$ cat src/ctl_pkg.sv
package ctl_pkg;

	// default widths of positions and line/column counters
	localparam int POSITION_BITS_DEF = 20;
	localparam int LINE_BITS_DEF     = 16;
	localparam int KIND_BITS         = 4;
	localparam int KW_BITS           = 4;

	// scanner modes
	typedef enum logic [2:0] {
		MODE_IDLE,
		MODE_MINUS,
		MODE_INT,
		MODE_DEC,
		MODE_BAD,
		MODE_IDENT,
		MODE_STR,
		MODE_COMMENT
	} ctl_mode_t;

	// token kinds; punctuation order matches the record codes
	typedef enum logic [KIND_BITS-1:0] {
		KIND_LBRACE,
		KIND_RBRACE,
		KIND_LBRACKET,
		KIND_RBRACKET,
		KIND_COLON,
		KIND_COMMA,
		KIND_STRING,
		KIND_INT,
		KIND_DEC,
		KIND_IDENT,
		KIND_BOOL,
		KIND_UNKNOWN,
		KIND_UNTERM,
		KIND_BADNUM,
		KIND_EOF
	} ctl_kind_t;

	// keyword tracker: 1..4 follow "true", 5..9 follow "false"
	typedef logic [KW_BITS-1:0] ctl_kw_t;
	localparam ctl_kw_t KW_NONE  = 4'd0;
	localparam ctl_kw_t KW_T     = 4'd1;
	localparam ctl_kw_t KW_TR    = 4'd2;
	localparam ctl_kw_t KW_TRU   = 4'd3;
	localparam ctl_kw_t KW_TRUE  = 4'd4;
	localparam ctl_kw_t KW_F     = 4'd5;
	localparam ctl_kw_t KW_FA    = 4'd6;
	localparam ctl_kw_t KW_FAL   = 4'd7;
	localparam ctl_kw_t KW_FALS  = 4'd8;
	localparam ctl_kw_t KW_FALSE = 4'd9;

	// characters of interest
	localparam logic [7:0] CH_NL     = 8'h0A;
	localparam logic [7:0] CH_TAB    = 8'h09;
	localparam logic [7:0] CH_CR     = 8'h0D;
	localparam logic [7:0] CH_SPACE  = 8'h20;
	localparam logic [7:0] CH_HASH   = 8'h23;
	localparam logic [7:0] CH_QUOTE  = 8'h22;
	localparam logic [7:0] CH_MINUS  = 8'h2D;
	localparam logic [7:0] CH_DOT    = 8'h2E;
	localparam logic [7:0] CH_UNDER  = 8'h5F;
	localparam logic [7:0] CH_LBRACE = 8'h7B;
	localparam logic [7:0] CH_RBRACE = 8'h7D;
	localparam logic [7:0] CH_LBRACK = 8'h5B;
	localparam logic [7:0] CH_RBRACK = 8'h5D;
	localparam logic [7:0] CH_COLON  = 8'h3A;
	localparam logic [7:0] CH_COMMA  = 8'h2C;

	// records handed from the scanner to the output queue per request
	localparam int RECS_PER_REQ = 2;

endpackage

$ cat src/ctl_lexer.sv
module ctl_lexer #(
	parameter int POSITION_BITS = ctl_pkg::POSITION_BITS_DEF,
	parameter int LINE_BITS     = ctl_pkg::LINE_BITS_DEF
) (
	input  logic                     clk,
	input  logic                     arst_n,
	input  logic                     take,
	input  logic                     action,
	input  logic [7:0]               char_byte,
	output logic [1:0]               rec_cnt,
	output ctl_pkg::ctl_kind_t       rec_kind   [ctl_pkg::RECS_PER_REQ],
	output logic [LINE_BITS-1:0]     rec_line   [ctl_pkg::RECS_PER_REQ],
	output logic [LINE_BITS-1:0]     rec_column [ctl_pkg::RECS_PER_REQ],
	output logic [POSITION_BITS-1:0] rec_offset [ctl_pkg::RECS_PER_REQ],
	output logic [POSITION_BITS-1:0] rec_length [ctl_pkg::RECS_PER_REQ]
);
	import ctl_pkg::*;

	localparam logic [LINE_BITS-1:0]     LIN_MAX = '1;
	localparam logic [POSITION_BITS-1:0] POS_MAX = '1;
	localparam logic [LINE_BITS-1:0]     LIN_ONE = LINE_BITS'(1);
	localparam logic [POSITION_BITS-1:0] POS_ONE = POSITION_BITS'(1);

	// scanner state
	ctl_mode_t                mode_q;
	ctl_kw_t                  kw_q;
	logic [LINE_BITS-1:0]     line_q, col_q, oline_q, ocol_q;
	logic [POSITION_BITS-1:0] pos_q, ostart_q;

	ctl_mode_t                mode_d;
	ctl_kw_t                  kw_d;
	logic [LINE_BITS-1:0]     line_d, col_d, oline_d, ocol_d;
	logic [POSITION_BITS-1:0] pos_d, ostart_d;

	// character classes
	logic c_digit, c_alpha, c_word, c_dot, c_blank, c_punct, c_opens;
	ctl_kind_t punct_kind;
	logic consumed;
	logic [POSITION_BITS-1:0] open_len;

	// first record (flushed or closed token) and second record (new token or eof)
	logic                     ra_v, rb_v;
	ctl_kind_t                ra_kind, rb_kind;
	logic [LINE_BITS-1:0]     ra_line, ra_col, rb_line, rb_col;
	logic [POSITION_BITS-1:0] ra_off, ra_len, rb_off, rb_len;

	function automatic ctl_kw_t kw_next(input ctl_kw_t k, input logic [7:0] c);
		ctl_kw_t r;
		r = KW_NONE;
		case (k)
			KW_T:    if (c == "r") r = KW_TR;
			KW_TR:   if (c == "u") r = KW_TRU;
			KW_TRU:  if (c == "e") r = KW_TRUE;
			KW_F:    if (c == "a") r = KW_FA;
			KW_FA:   if (c == "l") r = KW_FAL;
			KW_FAL:  if (c == "s") r = KW_FALS;
			KW_FALS: if (c == "e") r = KW_FALSE;
			default: r = KW_NONE;
		endcase
		return r;
	endfunction

	// classify the byte
	always_comb begin
		c_digit = (char_byte >= "0") && (char_byte <= "9");
		c_alpha = ((char_byte >= "a") && (char_byte <= "z")) ||
		          ((char_byte >= "A") && (char_byte <= "Z"));
		c_word  = c_alpha || c_digit || (char_byte == CH_UNDER);
		c_dot   = (char_byte == CH_DOT);
		c_blank = (char_byte == CH_NL) || (char_byte == CH_SPACE) ||
		          (char_byte == CH_TAB) || (char_byte == CH_CR);
		c_punct = 1'b1;
		case (char_byte)
			CH_LBRACE: punct_kind = KIND_LBRACE;
			CH_RBRACE: punct_kind = KIND_RBRACE;
			CH_LBRACK: punct_kind = KIND_LBRACKET;
			CH_RBRACK: punct_kind = KIND_RBRACKET;
			CH_COLON:  punct_kind = KIND_COLON;
			CH_COMMA:  punct_kind = KIND_COMMA;
			default: begin
				punct_kind = KIND_UNKNOWN;
				c_punct    = 1'b0;
			end
		endcase
		c_opens = (char_byte == CH_HASH) || (char_byte == CH_QUOTE) ||
		          (char_byte == CH_MINUS) || c_word;
		open_len = pos_q - ostart_q;
	end

	// does the open token take this byte
	always_comb begin
		case (mode_q)
			MODE_MINUS:   consumed = c_digit;
			MODE_INT:     consumed = c_digit || c_dot;
			MODE_DEC:     consumed = c_digit || c_dot;
			MODE_BAD:     consumed = c_digit || c_dot;
			MODE_IDENT:   consumed = c_word;
			MODE_STR:     consumed = 1'b1;
			MODE_COMMENT: consumed = (char_byte != CH_NL);
			default:      consumed = 1'b0;
		endcase
	end

	// next state
	always_comb begin
		mode_d   = mode_q;
		kw_d     = kw_q;
		ostart_d = ostart_q;
		oline_d  = oline_q;
		ocol_d   = ocol_q;
		if (consumed) begin
			case (mode_q)
				MODE_MINUS: mode_d = MODE_INT;
				MODE_INT:   if (c_dot) mode_d = MODE_DEC;
				MODE_DEC:   if (c_dot) mode_d = MODE_BAD;
				MODE_IDENT: kw_d = kw_next(kw_q, char_byte);
				MODE_STR:   if (char_byte == CH_QUOTE) mode_d = MODE_IDLE;
				default:    mode_d = mode_q;
			endcase
		end else begin
			mode_d = MODE_IDLE;
			if (char_byte == CH_HASH) begin
				mode_d = MODE_COMMENT;
			end else if (char_byte == CH_QUOTE) begin
				mode_d = MODE_STR;
			end else if (char_byte == CH_MINUS) begin
				mode_d = MODE_MINUS;
			end else if (c_digit) begin
				mode_d = MODE_INT;
			end else if (c_word) begin
				mode_d = MODE_IDENT;
				if (char_byte == "t") kw_d = KW_T;
				else if (char_byte == "f") kw_d = KW_F;
				else kw_d = KW_NONE;
			end
			if ((char_byte != CH_HASH) && c_opens) begin
				ostart_d = pos_q;
				oline_d  = line_q;
				ocol_d   = col_q;
			end
		end
		// position of the next byte
		if (char_byte == CH_NL) begin
			line_d = (line_q == LIN_MAX) ? line_q : line_q + LIN_ONE;
			col_d  = LIN_ONE;
		end else begin
			line_d = line_q;
			col_d  = (col_q == LIN_MAX) ? col_q : col_q + LIN_ONE;
		end
		pos_d = (pos_q == POS_MAX) ? pos_q : pos_q + POS_ONE;
		// end of content returns to reset state
		if (action) begin
			mode_d   = MODE_IDLE;
			kw_d     = KW_NONE;
			line_d   = LIN_ONE;
			col_d    = LIN_ONE;
			pos_d    = '0;
			ostart_d = '0;
			oline_d  = LIN_ONE;
			ocol_d   = LIN_ONE;
		end
	end

	// records produced by this request
	always_comb begin
		ra_v    = 1'b0;
		ra_kind = KIND_UNKNOWN;
		ra_line = oline_q;
		ra_col  = ocol_q;
		ra_off  = ostart_q;
		ra_len  = open_len;
		rb_v    = 1'b0;
		rb_kind = KIND_UNKNOWN;
		rb_line = line_q;
		rb_col  = col_q;
		rb_off  = pos_q;
		rb_len  = POS_ONE;
		if (action || !consumed) begin
			// flush of the open token
			case (mode_q)
				MODE_MINUS: begin
					ra_v    = 1'b1;
					ra_len  = POS_ONE;
				end
				MODE_INT: begin
					ra_v    = 1'b1;
					ra_kind = KIND_INT;
				end
				MODE_DEC: begin
					ra_v    = 1'b1;
					ra_kind = KIND_DEC;
				end
				MODE_BAD: begin
					ra_v    = 1'b1;
					ra_kind = KIND_BADNUM;
				end
				MODE_IDENT: begin
					ra_v    = 1'b1;
					ra_kind = ((kw_q == KW_TRUE) || (kw_q == KW_FALSE)) ? KIND_BOOL : KIND_IDENT;
				end
				MODE_STR: begin
					ra_v    = action;
					ra_kind = KIND_UNTERM;
				end
				default: ra_v = 1'b0;
			endcase
		end else if ((mode_q == MODE_STR) && (char_byte == CH_QUOTE)) begin
			// closing quote, length counts both quotes
			ra_v    = 1'b1;
			ra_kind = KIND_STRING;
			ra_len  = open_len + POS_ONE;
		end
		if (action) begin
			rb_v    = 1'b1;
			rb_kind = KIND_EOF;
			rb_len  = '0;
		end else if (!consumed) begin
			if (c_punct) begin
				rb_v    = 1'b1;
				rb_kind = punct_kind;
			end else if (!c_blank && !c_opens) begin
				rb_v    = 1'b1;
				rb_kind = KIND_UNKNOWN;
			end
		end
	end

	// pack the valid records to the front
	always_comb begin
		if (ra_v) begin
			rec_cnt       = rb_v ? 2'd2 : 2'd1;
			rec_kind[0]   = ra_kind;
			rec_line[0]   = ra_line;
			rec_column[0] = ra_col;
			rec_offset[0] = ra_off;
			rec_length[0] = ra_len;
		end else begin
			rec_cnt       = {1'b0, rb_v};
			rec_kind[0]   = rb_kind;
			rec_line[0]   = rb_line;
			rec_column[0] = rb_col;
			rec_offset[0] = rb_off;
			rec_length[0] = rb_len;
		end
		rec_kind[1]   = rb_kind;
		rec_line[1]   = rb_line;
		rec_column[1] = rb_col;
		rec_offset[1] = rb_off;
		rec_length[1] = rb_len;
	end

	// state registers
	always_ff @(posedge clk or negedge arst_n) begin
		if (!arst_n) begin
			mode_q   <= MODE_IDLE;
			kw_q     <= KW_NONE;
			line_q   <= LIN_ONE;
			col_q    <= LIN_ONE;
			pos_q    <= '0;
			ostart_q <= '0;
			oline_q  <= LIN_ONE;
			ocol_q   <= LIN_ONE;
		end else if (take) begin
			mode_q   <= mode_d;
			kw_q     <= kw_d;
			line_q   <= line_d;
			col_q    <= col_d;
			pos_q    <= pos_d;
			ostart_q <= ostart_d;
			oline_q  <= oline_d;
			ocol_q   <= ocol_d;
		end
	end

endmodule

$ cat src/config_text_lexer.sv
// Streaming lexer for JSON-like configuration text with hash comments.
// Request channel (req_valid / req_stall): one item per accepted edge, either
// a content byte (action = 0, char_byte) or the end of content (action = 1).
// Token channel (tok_valid / tok_stall): one token record per accepted edge,
// giving kind, line, column, byte offset and length of the token;
// last_of_run marks the final record caused by one request.
// A request yields zero, one or two records, which are written into the
// output queue on the edge that accepts the request.
// Throughput: one request per cycle while req_stall is low. Records leave
// through a four-entry queue at one per cycle; req_stall rises while three
// or more records wait, so runs of two-record requests are paced by the
// token side. While tok_stall is high the head record holds steady and the
// queue fills, then req_stall holds the request side. Nothing is dropped.
// End of content flushes any open token, emits an end-of-file record and
// returns the scanner to line 1, column 1, offset 0.
// Reset (arst_n low) empties the queue and puts the scanner in that same state.
module config_text_lexer #(
	parameter int POSITION_BITS = ctl_pkg::POSITION_BITS_DEF,
	parameter int LINE_BITS     = ctl_pkg::LINE_BITS_DEF
) (
	input  logic                            clk,
	input  logic                            arst_n,
	input  logic                            req_valid,
	output logic                            req_stall,
	input  logic                            action,
	input  logic [7:0]                      char_byte,
	output logic                            tok_valid,
	input  logic                            tok_stall,
	output logic [ctl_pkg::KIND_BITS-1:0]   token_kind,
	output logic [LINE_BITS-1:0]            token_line,
	output logic [LINE_BITS-1:0]            token_column,
	output logic [POSITION_BITS-1:0]        token_offset,
	output logic [POSITION_BITS-1:0]        token_length,
	output logic                            last_of_run
);
	import ctl_pkg::*;

	localparam int DEPTH   = 4;
	localparam int PTR_W   = $clog2(DEPTH);
	localparam int CNT_W   = $clog2(DEPTH + 1);
	localparam logic [CNT_W-1:0] FULL_AT = CNT_W'(DEPTH - RECS_PER_REQ + 1);

	logic take, pop;
	logic [1:0] rec_cnt;
	ctl_kind_t                rec_kind   [RECS_PER_REQ];
	logic [LINE_BITS-1:0]     rec_line   [RECS_PER_REQ];
	logic [LINE_BITS-1:0]     rec_column [RECS_PER_REQ];
	logic [POSITION_BITS-1:0] rec_offset [RECS_PER_REQ];
	logic [POSITION_BITS-1:0] rec_length [RECS_PER_REQ];

	// output queue
	ctl_kind_t                q_kind   [DEPTH];
	logic [LINE_BITS-1:0]     q_line   [DEPTH];
	logic [LINE_BITS-1:0]     q_column [DEPTH];
	logic [POSITION_BITS-1:0] q_offset [DEPTH];
	logic [POSITION_BITS-1:0] q_length [DEPTH];
	logic                     q_last   [DEPTH];
	logic [PTR_W-1:0]         head_q, tail_q, tail_nx;
	logic [CNT_W-1:0]         count_q;
	logic [CNT_W-1:0]         push_n;

	ctl_lexer #(
		.POSITION_BITS(POSITION_BITS),
		.LINE_BITS(LINE_BITS)
	) u_lexer (
		.clk(clk),
		.arst_n(arst_n),
		.take(take),
		.action(action),
		.char_byte(char_byte),
		.rec_cnt(rec_cnt),
		.rec_kind(rec_kind),
		.rec_line(rec_line),
		.rec_column(rec_column),
		.rec_offset(rec_offset),
		.rec_length(rec_length)
	);

	// handshakes
	assign req_stall = (count_q >= FULL_AT);
	assign take      = req_valid && !req_stall;
	assign tok_valid = (count_q != '0);
	assign pop       = tok_valid && !tok_stall;
	assign push_n    = take ? CNT_W'(rec_cnt) : '0;
	assign tail_nx   = tail_q + PTR_W'(1);

	// head record drives the token port
	assign token_kind   = q_kind[head_q];
	assign token_line   = q_line[head_q];
	assign token_column = q_column[head_q];
	assign token_offset = q_offset[head_q];
	assign token_length = q_length[head_q];
	assign last_of_run  = q_last[head_q];

	// queue payload
	always_ff @(posedge clk) begin
		if (take && (rec_cnt != 2'd0)) begin
			q_kind[tail_q]   <= rec_kind[0];
			q_line[tail_q]   <= rec_line[0];
			q_column[tail_q] <= rec_column[0];
			q_offset[tail_q] <= rec_offset[0];
			q_length[tail_q] <= rec_length[0];
			q_last[tail_q]   <= (rec_cnt == 2'd1);
		end
		if (take && (rec_cnt == 2'd2)) begin
			q_kind[tail_nx]   <= rec_kind[1];
			q_line[tail_nx]   <= rec_line[1];
			q_column[tail_nx] <= rec_column[1];
			q_offset[tail_nx] <= rec_offset[1];
			q_length[tail_nx] <= rec_length[1];
			q_last[tail_nx]   <= 1'b1;
		end
	end

	// queue pointers and fill count
	always_ff @(posedge clk or negedge arst_n) begin
		if (!arst_n) begin
			head_q  <= '0;
			tail_q  <= '0;
			count_q <= '0;
		end else begin
			if (pop) head_q <= head_q + PTR_W'(1);
			tail_q  <= tail_q + PTR_W'(push_n);
			count_q <= count_q + push_n - (pop ? CNT_W'(1) : CNT_W'(0));
		end
	end

endmodule

$ cat config.mk
export PLATFORM = sky130hd
export DESIGN_NAME = config_text_lexer
export DESIGN_NICKNAME = d
export VERILOG_FILES = /design/src/ctl_pkg.sv /design/src/ctl_lexer.sv /design/src/config_text_lexer.sv
export SDC_FILE = /design/constraint.sdc
export NUM_CORES = 1
export LEC_CHECK = 0
export BUFFER_PORTS_ARGS = -buffer_cell sky130_fd_sc_hd__buf_4
export CORE_ASPECT_RATIO = 1.1
export CORE_MARGIN = 2
export CORE_UTILIZATION = 40
export CTS_CLUSTER_SIZE = 12
export DETAILED_ROUTE_END_ITERATION = 12
export GPL_ROUTABILITY_DRIVEN = 0
export PLACE_DENSITY = 0.57
export SLEW_MARGIN = 10
export SYNTH_ARGS = -nofsm -noshare
export SYNTH_HDL_FRONTEND = slang
export SYNTH_HIERARCHICAL = 1
export SYNTH_SLANG_ARGS = --single-unit
$ cat constraint.sdc
create_clock -name clk -period 9.8 [get_ports clk]
set_input_delay 0.49 -clock clk [delete_from_list [all_inputs] [get_ports clk]]
set_output_delay 0.49 -clock clk [all_outputs]
set_load 0.01 [all_outputs]
==> out/summary.log <==
[floorplan] total die area 61000 sq um
[floorplan] boundary pin count 92
[global_route] overall overflow remaining after global route 0
[global_route] antenna violations before repair 0
[min_path] launch instance of the worst min-delay path tok_stall
[finish] number of fill cells in the layout 5369
[logic_synthesis] Synth async-reset ratio 0.277
[finish] core occupancy in the finished layout 0.451
[timing] Clock Skew 0.0239 ns
[timing] slew of the pin with the lowest slew margin 0.939 ns
[critical_path] launch point of the worst reg-to-reg path u_lexer/mode_q[2]
[pwr] maximum ir drop on the vdd rail 0.133 mV
[timing] max-slew headroom at the worst pin 0.374
[finish] Multi-input gate area 10700 sq um
[timing] setup violation total in the final timing report 0
[timing] highest clock rate 154 MHz
[finish] final-stage net count 2005
[timing] fraction of the cycle the final worst path needs 0.664
[floorplan] Std-Cell Rows 93
[finish] area used by sequential logic in the layout 12200 sq um
[critical_path] CP Data Required Time 10.12 ns
[pwr] post-route total power 6.99 mW
[routing] vias 15285
[timing] setup repair after global routing missed its margin false
[logic_synthesis] flop and latch count out of synthesis 426
[min_path] worst min-delay path category primary input to register
[placement] IO buf count 91
[routing] final wirelength 58300 um
[finish] count of placed standard cells in the final layout, fillers left out 2759
[finish] fin area 26300 sq um
[clocking] clock buffer count from CTS 47
[placement] hpwl dp 36500 um
[global_route] pin count of the biggest net entering global routing 76
[logic_synthesis] Post-synth EDFFs 304
[routing] routed len/inst 21.1 um
[logic_synthesis] Avg Cell Area, Syn 12.3 sq um
[pwr] portion of total power attributed to sequential cells 0.362
[routing] number of DRC violations after detailed routing 0
[critical_path] CP max FO 49
[critical_path] cell type group with the largest total delay on the critical path simple AND/OR/NAND/NOR gates
[routing] TritonRoute pass-1 iters 5
[clocking] buffer type at the clock tree root sky130_fd_sc_hd__clkbuf_16
[floorplan] Floorplan Core Area 58400 sq um
[pwr] relative contribution of combinational cells to total power 0.393
[timing] pins over their slew limit 0
[critical_path] buffers and inverters on the worst path 3
[clocking] clk_lat worst skew 0.59 ns
[logic_synthesis] Yosys cell types 99
[clocking] H-Tree Level Count 2
[global_route] global-route wire length before repair 91300 um
[logic_synthesis] flip-flop cell with the highest count after synthesis sky130_fd_sc_hd__edfxtp_1
[clocking] total number of clock tree sinks 426
[routing] remaining number of nets flagged by the antenna check after routing 0
[critical_path] Crit-path slowest cell sky130_fd_sc_hd__buf_4
[clocking] number of buffers between clock root and the deepest sink 3
[finish] count of antenna diodes in the layout 0
[floorplan] horizontal die dimension 236 um
[logic_synthesis] cell type with the largest total area after synthesis sky130_fd_sc_hd__edfxtp_1
[critical_path] element type at the critical path start register
[logic_synthesis] share of Yosys cell area claimed by the top area cell type 0.387
[pwr] switching share of total power 0.351
[floorplan] initial cell density of the core 0.404
[timing] Final Critical Period 6.50 ns
[routing] DRC marker count from the first detailed-route iteration 1075
[logic_synthesis] sequential cell area fraction in the yosys report 0.515
[global_route] Tot GR Track Use 0.191
[routing] Avg Vias per Cell 5.54
[run] maximum capacitance violations 0
[critical_path] longest individual stage delay on the worst path 0.73 ns
[critical_path] endpoint kind of the worst setup timing path register
[placement] placed cell count 2671
[logic_synthesis] count of synthesis-stage warnings from yosys 6
[finish] share of post-route cells with drive strength above 1 0.289
[timing] count of final hold-check violations 0
[timing] total negative slack 0 ns
[floorplan] die extent in y 259 um
[critical_path] Worst Path Arrival 6.82 ns
[critical_path] origin of the worst setup path u_lexer/mode_q[2]
[logic_synthesis] biggest area contributors in the synthesized netlist sky130_fd_sc_hd__edfxtp_1 (39%), sky130_fd_sc_hd__mux2_2 (13%), sky130_fd_sc_hd__dfrtp_1 (12%)
[critical_path] ordered list of cells on the worst path clkinv_1 -> nor3_1 -> a21oi_1 -> o22a_1 -> a221oi_4 -> or2_2 -> and2_2 -> inv_2 -> ha_1 -> and4b_1 -> nand3_4 -> buf_4 -> mux2_2
[pwr] leakage power of the design 10.1 nW
[pwr] cell internal power dissipation 4.53 mW
[logic_synthesis] synthesized area 23600 sq um
[pwr] switching power total 2.46 mW
[finish] Syn-to-layout area delta 11.5%
[pwr] clock network fraction of design power 0.245
[placement] area after detailed placement 24900 sq um
[clocking] TritonCTS clock tree built
[global_route] vias in the first global route 15438
[outcome] run status complete, no violations
[pwr] areal power density over the cells 265 nW/um^2
[clocking] clock-pin slew reported for the worst setup and hold paths after clock tree synthesis 0.06 ns
[critical_path] Critical Setup Path Class register to register
[logic_synthesis] instance count of the mapped netlist 1918
==> kinds of logic after synthesis <==
logic type               share of synthesized area
adder cells (fa/ha/maj)                     0.0171
buffers and inverters                       0.0391
multiplexers                                 0.221
AND/OR/NAND/NOR                              0.107
flip-flops                                   0.515
other                                     0.000159
AO/OA/AOI/OAI                               0.0714
XOR/XNOR                                    0.0286
==> repair_timing <==
| action | in CTS | in global routing |
|---|---|---|
| gates resized for setup | 0 | 0 |
| endpoints found under the hold margin | 18 | 0 |
| hold buffers | 1 | 0 |
| setup buffers | 0 | 0 |
==> synthesized netlist by cell type (29+ instances only) <==
| library cell | instances |
|---|---|
| sky130_fd_sc_hd__nand2_1 | 275 |
| sky130_fd_sc_hd__buf_2 | 46 |
| sky130_fd_sc_hd__ha_1 | 29 |
| sky130_fd_sc_hd__a21oi_1 | 34 |
| sky130_fd_sc_hd__nor2_1 | 96 |
| sky130_fd_sc_hd__mux2_1 | 40 |
| sky130_fd_sc_hd__clkbuf_1 | 54 |
| sky130_fd_sc_hd__xor2_1 | 44 |
| sky130_fd_sc_hd__edfxtp_1 | 304 |
| sky130_fd_sc_hd__mux2_2 | 267 |
| sky130_fd_sc_hd__dfrtp_1 | 114 |
| sky130_fd_sc_hd__mux4_2 | 77 |
| sky130_fd_sc_hd__o21ai_0 | 103 |
| sky130_fd_sc_hd__xnor2_1 | 33 |
| sky130_fd_sc_hd__nand3_1 | 45 |
| sky130_fd_sc_hd__inv_1 | 51 |
==> final cells by class <==
cell class,instances,area share
sequential,426,0.462
multi-input combinational,1315,0.405
clock buffer,65,0.0496
tap,760,0.0361
timing repair buffer,115,0.0329
inverter,56,0.00798
clock inverter,22,0.00632
==> power groups by stage <==
stage	Sequential [mW]	Combinational, mW	Clock (mW)
2_1_floorplan	2.45	1.93	0
3_3_place_gp	2.56	2.74	0
3_5_place_dp	2.57	2.78	0
4_1_cts	2.54	2.79	1.75
5_1_grt	2.57	3.00	1.82
6_report	2.53	2.75	1.71
==> through the flow <==
stage | setup WS, ns | hold slack [ns]
floorplan | 0.908 | 0.194
global placement | 3.14 | 0.461
detailed placement | 3.02 | 0.466
CTS | 3.32 | 0.184
global route | 2.94 | 0.204
finish | 3.30 | 0.210
==> registers in the layout, summed over array words and instances (netlist names) <==
register / flops
u_lexer/oline_q: 16
count_q: 3
u_lexer/line_q: 16
q_length: 80
u_lexer/kw_q: 4
u_lexer/col_q: 16
u_lexer/mode_q: 3
u_lexer/ocol_q: 16
q_last: 4
q_column: 64
head_q: 2
q_line: 64
tail_q: 2
u_lexer/ostart_q: 20
u_lexer/pos_q: 20
q_kind: 16
q_offset: 80
==> routing by layer <==
| layer | vias up | global-route usage | share of wire |
|---|---|---|---|
| met4 | 0 | 0.0534 | 0.023 |
| met1 | 7717 | 0.252 | 0.44 |
| met3 | 84 | 0.0269 | 0.036 |
| li1 | 7182 | - | - |
| met5 | - | 0 | 0 |
| met2 | 302 | 0.330 | 0.50 |
==> worst paths after layout <==
| kind | to | slack, ns | cells past startpoint |
|---|---|---|---|
| worst min-delay path | head_q[1] | 0.21 | 3 |
| worst max register to register | q_offset[0][4] | 3.30 | 13 |
| max in group asynchronous | u_lexer/pos_q[5] | 7.82 | 3 |
| worst min register to register | u_lexer/ostart_q[5] | 0.48 | 2 |
| worst max-delay path | q_offset[0][4] | 3.30 | 13 |
| min in group asynchronous | count_q[2] | 0.54 | 2 |
==> layout by cell type (no fill, tap or decap), types with 44 or more instances in the layout <==
cell type                   count
sky130_fd_sc_hd__edfxtp_1     304
sky130_fd_sc_hd__nand2_1      275
sky130_fd_sc_hd__mux2_2       267
sky130_fd_sc_hd__buf_4        114
sky130_fd_sc_hd__dfrtp_1      112
sky130_fd_sc_hd__o21ai_0      103
sky130_fd_sc_hd__nor2_1        96
sky130_fd_sc_hd__mux4_2        77
sky130_fd_sc_hd__inv_1         51
sky130_fd_sc_hd__clkbuf_16     48
sky130_fd_sc_hd__xor2_1        44
==> tightest hold or removal path: stages <==
cell                      delay, ns
sky130_fd_sc_hd__buf_4         0.09
sky130_fd_sc_hd__nor3b_1       0.05
sky130_fd_sc_hd__xor2_1        0.12
Power figures use the tool's default switching activity.
